File: src/fcr_pkg.sv
`timescale 1ns / 1ps
`default_nettype none

package fcr_pkg;

  // request actions
  localparam logic [1:0] ACT_WRITE = 2'd0;
  localparam logic [1:0] ACT_READ  = 2'd1;
  localparam logic [1:0] ACT_FILL  = 2'd2;

  // register offsets
  localparam logic [7:0] REG_LATCH   = 8'h40;
  localparam logic [7:0] REG_COMMAND = 8'h48;
  localparam logic [7:0] REG_TRACK   = 8'h49;
  localparam logic [7:0] REG_SECTOR  = 8'h4A;
  localparam logic [7:0] REG_DATA    = 8'h4B;

  // commands and status
  localparam logic [7:0] CMD_SEEK        = 8'h17;
  localparam logic [7:0] CMD_READ_SECTOR = 8'h80;
  localparam logic [7:0] CMD_GROUP_MASK  = 8'hF0;
  localparam logic [7:0] CMD_GROUP_READ  = 8'h80;
  localparam logic [7:0] STATUS_BUSY     = 8'h02;
  localparam logic [7:0] STATUS_KEEP     = 8'h01;

  typedef enum logic [1:0] {
    ST_CLEAR,
    ST_IDLE,
    ST_EXEC
  } fcr_state_t;

  // sequencer to datapath control
  typedef struct packed {
    logic busy;
    logic exec;
    logic clear_we;
  } fcr_ctl_t;

endpackage

`default_nettype wire

File: src/floppy_controller_registers.sv
`timescale 1ns / 1ps
`default_nettype none
// Result path: an accepted request moves the sequencer into its execute state,
// and done and the result payload are registered from that state.
// No new request is taken while the sequencer executes; busy is high there.
// The receiver cannot stall; done lasts one cycle.
// Reset: registers clear at once; the sector buffer is then zeroed by a pass
// over every buffer address, during which busy is high.
module floppy_controller_registers
  import fcr_pkg::*;
#(
  parameter int BUFFER_BYTES = 256
) (
  input  wire logic       clk,
  input  wire logic       rst,
  input  wire logic       start,
  output logic            busy,
  input  wire logic [1:0] action,
  input  wire logic [7:0] reg_offset,
  input  wire logic [7:0] write_data,
  input  wire logic [7:0] fill_index,
  output logic            done,
  output logic      [7:0] read_data,
  output logic            read_driven,
  output logic            nmi_pulse,
  output logic            host_request,
  output logic      [7:0] request_command,
  output logic      [7:0] request_latch,
  output logic      [7:0] request_track,
  output logic      [7:0] request_sector
);

  localparam int PW = $clog2(BUFFER_BYTES);
  localparam int FW = ((PW > 8) ? PW : 8) + 1;
  localparam logic [PW-1:0] LAST_ADDR = PW'(BUFFER_BYTES - 1);
  localparam logic [FW-1:0] DEPTH_F   = FW'(BUFFER_BYTES);
  localparam logic [7:0]    LAST_FILL = 8'((BUFFER_BYTES - 1) % 256);

  fcr_ctl_t ctl;
  logic [PW-1:0] clear_addr;
  logic accept;

  // captured request
  logic [1:0] act_q;
  logic [7:0] reg_q;
  logic [7:0] data_q;
  logic [7:0] fidx_q;

  // controller registers
  logic [7:0]    drive_latch;
  logic [7:0]    status_bits;
  logic [7:0]    track_number;
  logic [7:0]    sector_number;
  logic [PW-1:0] buffer_pointer;

  // buffer port signals
  logic          ram_we;
  logic [PW-1:0] ram_waddr;
  logic [7:0]    ram_wdata;
  logic [PW-1:0] ram_raddr;
  logic [7:0]    ram_rdata;

  logic [FW-1:0] fill_ext;
  logic [PW-1:0] fill_addr;
  logic [PW-1:0] ptr_step;
  logic          ptr_wrap;
  logic          data_access;

  assign accept = start && !busy;
  assign busy   = ctl.busy;

  fcr_seq #(
    .BUFFER_BYTES(BUFFER_BYTES)
  ) u_seq (
    .clk       (clk),
    .rst       (rst),
    .accept    (accept),
    .ctl       (ctl),
    .clear_addr(clear_addr)
  );

  fcr_ram #(
    .WIDTH(8),
    .DEPTH(BUFFER_BYTES)
  ) u_buf (
    .clk  (clk),
    .we   (ram_we),
    .waddr(ram_waddr),
    .wdata(ram_wdata),
    .raddr(ram_raddr),
    .rdata(ram_rdata)
  );

  // capture request fields
  always_ff @(posedge clk) begin
    if (accept) begin
      act_q  <= action;
      reg_q  <= reg_offset;
      data_q <= write_data;
      fidx_q <= fill_index;
    end
  end

  // read issued at accept: byte 0 for any write (a seek command uses it), else the pointer
  assign ram_raddr = (action == ACT_WRITE) ? '0 : buffer_pointer;

  // fill position folded into the buffer
  assign fill_ext  = FW'(fidx_q);
  always_comb begin
    if (fill_ext >= DEPTH_F) begin
      fill_addr = PW'(fill_ext - DEPTH_F);
    end else begin
      fill_addr = PW'(fill_ext);
    end
  end

  // pointer step with wrap
  assign ptr_wrap = (buffer_pointer == LAST_ADDR);
  assign ptr_step = ptr_wrap ? '0 : buffer_pointer + PW'(1);
  assign data_access = ctl.exec && (reg_q == REG_DATA) &&
                       ((act_q == ACT_WRITE) || (act_q == ACT_READ));

  // buffer write: clearing pass, data write or host fill
  always_comb begin
    ram_we    = 1'b0;
    ram_waddr = buffer_pointer;
    ram_wdata = data_q;
    if (ctl.clear_we) begin
      ram_we    = 1'b1;
      ram_waddr = clear_addr;
      ram_wdata = '0;
    end else if (ctl.exec && (act_q == ACT_WRITE) && (reg_q == REG_DATA)) begin
      ram_we = 1'b1;
    end else if (ctl.exec && (act_q == ACT_FILL)) begin
      ram_we    = 1'b1;
      ram_waddr = fill_addr;
    end
  end

  // register updates
  always_ff @(posedge clk) begin
    if (rst) begin
      drive_latch    <= '0;
      status_bits    <= '0;
      track_number   <= '0;
      sector_number  <= '0;
      buffer_pointer <= '0;
    end else if (ctl.exec) begin
      if (data_access) begin
        buffer_pointer <= ptr_step;
      end
      case (act_q)
        ACT_WRITE: begin
          case (reg_q)
            REG_LATCH:  drive_latch   <= data_q;
            REG_TRACK:  track_number  <= data_q;
            REG_SECTOR: sector_number <= data_q;
            REG_COMMAND: begin
              status_bits <= ((data_q & CMD_GROUP_MASK) == CMD_GROUP_READ) ?
                             STATUS_BUSY : '0;
              buffer_pointer <= '0;
              if (data_q == CMD_SEEK) begin
                track_number <= ram_rdata;
              end
            end
            default: ;
          endcase
        end
        ACT_READ: begin
          if (reg_q == REG_COMMAND) begin
            status_bits <= status_bits & STATUS_KEEP;
          end
        end
        ACT_FILL: begin
          if (fidx_q == LAST_FILL) begin
            buffer_pointer <= '0;
          end
        end
        default: ;
      endcase
    end
  end

  // result strobe
  always_ff @(posedge clk) begin
    if (rst) begin
      done <= 1'b0;
    end else begin
      done <= ctl.exec;
    end
  end

  // result payload
  always_ff @(posedge clk) begin
    if (ctl.exec) begin
      read_data       <= '0;
      read_driven     <= 1'b0;
      nmi_pulse       <= data_access && ptr_wrap && drive_latch[7];
      host_request    <= 1'b0;
      request_command <= '0;
      request_latch   <= '0;
      request_track   <= '0;
      request_sector  <= '0;
      if (act_q == ACT_READ) begin
        if (reg_q == REG_COMMAND) begin
          read_data   <= status_bits;
          read_driven <= 1'b1;
        end else if (reg_q == REG_DATA) begin
          read_data   <= ram_rdata;
          read_driven <= 1'b1;
        end
      end
      if ((act_q == ACT_WRITE) && (reg_q == REG_COMMAND) &&
          (data_q == CMD_READ_SECTOR)) begin
        host_request    <= 1'b1;
        request_command <= data_q;
        request_latch   <= drive_latch;
        request_track   <= track_number;
        request_sector  <= sector_number;
      end
    end
  end

endmodule

`default_nettype wire

File: src/fcr_ram.sv
`timescale 1ns / 1ps
`default_nettype none

module fcr_ram #(
  parameter int WIDTH = 8,
  parameter int DEPTH = 256
) (
  input  wire logic                     clk,
  input  wire logic                     we,
  input  wire logic [$clog2(DEPTH)-1:0] waddr,
  input  wire logic [WIDTH-1:0]         wdata,
  input  wire logic [$clog2(DEPTH)-1:0] raddr,
  output logic      [WIDTH-1:0]         rdata
);

  logic [WIDTH-1:0] mem [DEPTH];

  // one write port, registered read port
  always_ff @(posedge clk) begin
    if (we) begin
      mem[waddr] <= wdata;
    end
    rdata <= mem[raddr];
  end

endmodule

`default_nettype wire

File: src/fcr_seq.sv
`timescale 1ns / 1ps
`default_nettype none

module fcr_seq
  import fcr_pkg::*;
#(
  parameter int BUFFER_BYTES = 256
) (
  input  wire logic                            clk,
  input  wire logic                            rst,
  input  wire logic                            accept,
  output fcr_ctl_t                             ctl,
  output logic      [$clog2(BUFFER_BYTES)-1:0] clear_addr
);

  localparam int PW = $clog2(BUFFER_BYTES);
  localparam logic [PW-1:0] LAST_ADDR = PW'(BUFFER_BYTES - 1);

  fcr_state_t state, state_next;
  logic [PW-1:0] clear_addr_next;

  // state and clear counter
  always_ff @(posedge clk) begin
    if (rst) begin
      state      <= ST_CLEAR;
      clear_addr <= '0;
    end else begin
      state      <= state_next;
      clear_addr <= clear_addr_next;
    end
  end

  // next state
  always_comb begin
    state_next      = state;
    clear_addr_next = clear_addr;
    case (state)
      ST_CLEAR: begin
        clear_addr_next = clear_addr + PW'(1);
        if (clear_addr == LAST_ADDR) begin
          state_next      = ST_IDLE;
          clear_addr_next = '0;
        end
      end
      ST_IDLE: begin
        if (accept) begin
          state_next = ST_EXEC;
        end
      end
      ST_EXEC: begin
        state_next = ST_IDLE;
      end
      default: begin
        state_next      = ST_CLEAR;
        clear_addr_next = '0;
      end
    endcase
  end

  // outputs
  always_comb begin
    ctl = '0;
    case (state)
      ST_CLEAR: begin
        ctl.busy     = 1'b1;
        ctl.clear_we = 1'b1;
      end
      ST_IDLE: begin
        ctl = '0;
      end
      ST_EXEC: begin
        ctl.busy = 1'b1;
        ctl.exec = 1'b1;
      end
      default: begin
        ctl.busy = 1'b1;
      end
    endcase
  end

endmodule

`default_nettype wire

File: config.mk
export PLATFORM = sky130hd
export DESIGN_NAME = floppy_controller_registers
export DESIGN_NICKNAME = d
export VERILOG_FILES = /design/src/fcr_pkg.sv /design/src/floppy_controller_registers.sv /design/src/fcr_ram.sv /design/src/fcr_seq.sv
export SDC_FILE = /design/constraint.sdc
export NUM_CORES = 2
export LEC_CHECK = 0
export BUFFER_PORTS_ARGS = -buffer_cell sky130_fd_sc_hd__buf_2
export CAP_MARGIN = 15
export CORE_ASPECT_RATIO = 1.1
export CORE_MARGIN = 2
export CORE_UTILIZATION = 52
export CTS_CLUSTER_SIZE = 28
export DETAILED_ROUTE_END_ITERATION = 12
export PLACE_DENSITY = 0.68
export RECOVER_POWER = 25
export SLEW_MARGIN = 25
export SYNTH_ARGS = -nofsm -noshare
export SYNTH_HDL_FRONTEND = slang
export SYNTH_SLANG_ARGS = --single-unit
File: constraint.sdc
create_clock -name clk -period 22.1 [get_ports clk]
set_input_delay 1.105 -clock clk [delete_from_list [all_inputs] [get_ports clk]]
set_output_delay 1.105 -clock clk [all_outputs]
set_load 0.1 [all_outputs]
==> reports/metrics.csv <==
metric,value,unit
Int Power,6.67,mW
synth unique cells,69,
Flop pwr share,0.549,
Finished Cell Area,95800,sq um
GP Congestion,0.928,
layout cell share with drive strength beyond 1,0.107,
PD cells,89.5,nW/um^2
Reg with most FFs,u_buf.mem,
Max-Cap Viols,16,
fmax,0.103,GHz
"Reg clk slew, reported paths",0.06,ns
Clock power frac,0.404,
Die Width,393,microns
worst-case reg-to-reg path depth,5,
Final setup viols,0,
Least-Margin Pin Slew,9.77,ns
Placement Cell Area,89400,sq um
core region area,166000,sq um
gr ovfl total,0,
Clock Path Buffers,3,
reg2reg setup slack,12.40,ns
nets,5586,
# fillers,12492,
CTS Buf Count,203,
max-slew violation count,1058,
Yosys warnings,0,
Pre-Repair DR Iteration Count,8,
part of the cycle the worst path needs,0.439,
crit path time final,9.70,ns
Initial Util,0.522,
Synth-to-Final Area Change,10.5,%
CTS sink cnt,2169,
Total GRT Usage,0.276,
Seq. cell area,64600,sq um
Synth Instances,5563,
CTS Hold Bufs,0,
crit path kind,flop to flop,
Worst Skew,0.0483,ns
WL/cell,29.8,microns
WP data arrival,10.21,ns
"Seq/Total Area, Yosys",0.746,
Post-synth EDFFs,2117,
Worst Path Required,22.61,ns
CTS tree,yes,
Comb power frac,0.048,
setup bufs post-CTS,0,
# DRC,0,
Static Leak,29.5,nW
Yosys reg bits,2169,
worst skew pair latency,0.87,ns
Die H,432,microns
Die ar.,170000,sq um
largest net degree at the start of global routing,187,
ANT nets after route,0,
Sw Ratio,0.223,
Synth Flop Type,edfxtp_1,
global-route wire length before repair,339000,microns
number of global-route vias before repair,49035,
CP Capture Type,flop,
clk root buf,clkbuf_16,
maximum vdd drop,85.1,uV
Cell Rows,157,
Hold Path Depth,1,
Multi-input gate area,20500,sq um
Via Count,51220,
failing checks,"max-capacitance violations, max-slew violations",
sw power,1.91,mW
PostCTS Resize Cnt,0,
final hold violations,0,
DR vias/cell,6.44,
max reg flops,2048,
I/O pin total,74,
outcome,"finished, violations left",
"Async S/R FF share, synth",0,
drt total wl,237000,microns
worst-path fanout max,186,
Mapped Avg Cell Area,15.6,sq um
synthesized area,86700,sq um
PortBufs,73,
setup TNS,0,ns
1st-iter DRT viols,7241,
Hold WC Path Type,input pin to flop,
Startpoint Class,flop,
antenna violations before repair,9,
RSZ-0062 raised after global routing,false,
detailed placement HPWL,138000,microns
CTS HTree Levels,4,
Max transition margin,-5.51,
-- per-layer routing --
| metal | vias up | global-route usage | part of all wire |
|---|---|---|---|
| met1 | 25705 | 0.374 | 0.38 |
| met2 | 3036 | 0.429 | 0.46 |
| li1 | 21912 | - | - |
| met4 | 6 | 0.126 | 0.051 |
| met3 | 561 | 0.0595 | 0.10 |
| met5 | - | 0 | 0.00017 |
-- cell type report --
| class | count | area share |
|---|---|---|
| Tap cell | 2226 | 0.0291 |
| Antenna cell | 4 | 0.000105 |
| Sequential cell | 2169 | 0.675 |
| Inverter | 54 | 0.00212 |
| Clock inverter | 104 | 0.0108 |
| Multi-Input combinational cell | 2949 | 0.214 |
| Clock buffer | 277 | 0.0577 |
| Timing Repair Buffer | 173 | 0.0120 |
-- cells in the mapped netlist (all sizes together) (15+ instances only) --
library cell	number	area, sq um
edfxtp	2117	63600
nand4	22	138
nor3	76	380
a31o	21	184
nand3	71	355
o22ai	184	1150
nand2	266	998
o221ai	128	1120
or3	16	100
a211o	16	140
clkbuf	195	732
a221o	29	290
a211oi	73	548
buf	202	990
mux2i	499	4990
o211ai	38	285
o2111ai	23	201
o21a	16	120
nor2	493	1850
dfxtp	52	1040
inv	53	199
mux4	46	1040
o21ai	178	898
a31oi	92	576
a22oi	35	263
mux2	72	811
a21oi	213	1070
nor3b	17	133
o32ai	15	131
nand2b	45	282
and2	54	338
nor4	23	144
-- power groups by stage --
| stage | combinational, mW | sequential [mW] | clock (mW) |
|---|---|---|---|
| 6_report | 0.408 | 4.71 | 3.46 |
| 5_1_grt | 0.425 | 4.71 | 3.64 |
| 4_1_cts | 0.405 | 4.68 | 3.49 |
| 3_5_place_dp | 0.405 | 4.77 | 0 |
| 3_3_place_gp | 0.393 | 4.77 | 0 |
| 2_1_floorplan | 0.175 | 4.80 | 0 |
-- logic make-up (layout without fill, tap and decap cells) --
family | after synthesis | after routing | share of synthesized area
other | 1 | 11 | 0.0000433
DFF | 2169 | 2169 | 0.746
AOI/OAI and AO/OA | 1165 | 1165 | 0.0915
xor gates and xnor gates | 10 | 10 | 0.00101
adders and majority gates | 7 | 7 | 0.00101
and+or+nand+nor | 1143 | 1143 | 0.0598
muxes | 617 | 617 | 0.0789
buffers and inverters | 451 | 608 | 0.0222
-- worst max-delay path, cell delays in order (launching register included) --
cell and delay (ns):
dfxtp_1 0.40, inv_1 0.08, ha_1 0.40, nor2b_4 0.16
clkbuf_1 6.68, buf_4 1.43
-- worst paths after layout --
kind                    start           endpoint
max            u_seq.state[0]  u_buf.mem[225][0]
max reg2reg    u_seq.state[0]  u_buf.mem[225][0]
min             reg_offset[5]           reg_q[5]
min reg2reg  sector_number[5]   sector_number[5]
-- cells in the final DEF (no fill, tap or decap), types with 26 or more instances in the layout --
master / count
a211oi_1: 69
a21oi_1: 213
a221o_1: 29
a22oi_1: 35
a31oi_1: 92
and2_1: 30
buf_4: 72
clkbuf_1: 127
clkbuf_16: 205
clkinv_1: 35
clkinv_2: 26
dfxtp_1: 49
edfxtp_1: 2117
inv_1: 53
mux2_2: 72
mux2i_1: 499
mux4_2: 46
nand2_1: 264
nand2b_1: 44
nand3_1: 57
nor2_1: 485
nor3_1: 73
o211ai_1: 38
o21ai_0: 171
o221ai_1: 128
o22ai_1: 184
-- through the flow --
step	total power, mW	hold WS [ns]	std cells	worst slack, ns	utilization
2_1_floorplan	4.98	0.427	5569	13.25	-
3_5_place_dp	5.18	0.439	7568	16.60	0.538
5_1_grt	8.77	0.402	7953	11.83	0.577
3_3_place_gp	5.16	0.434	7567	16.43	0.538
6_report	8.58	0.424	7956	12.40	0.577
4_1_cts	8.57	0.372	7949	16.59	0.578
(Power assumes the default switching activity.)
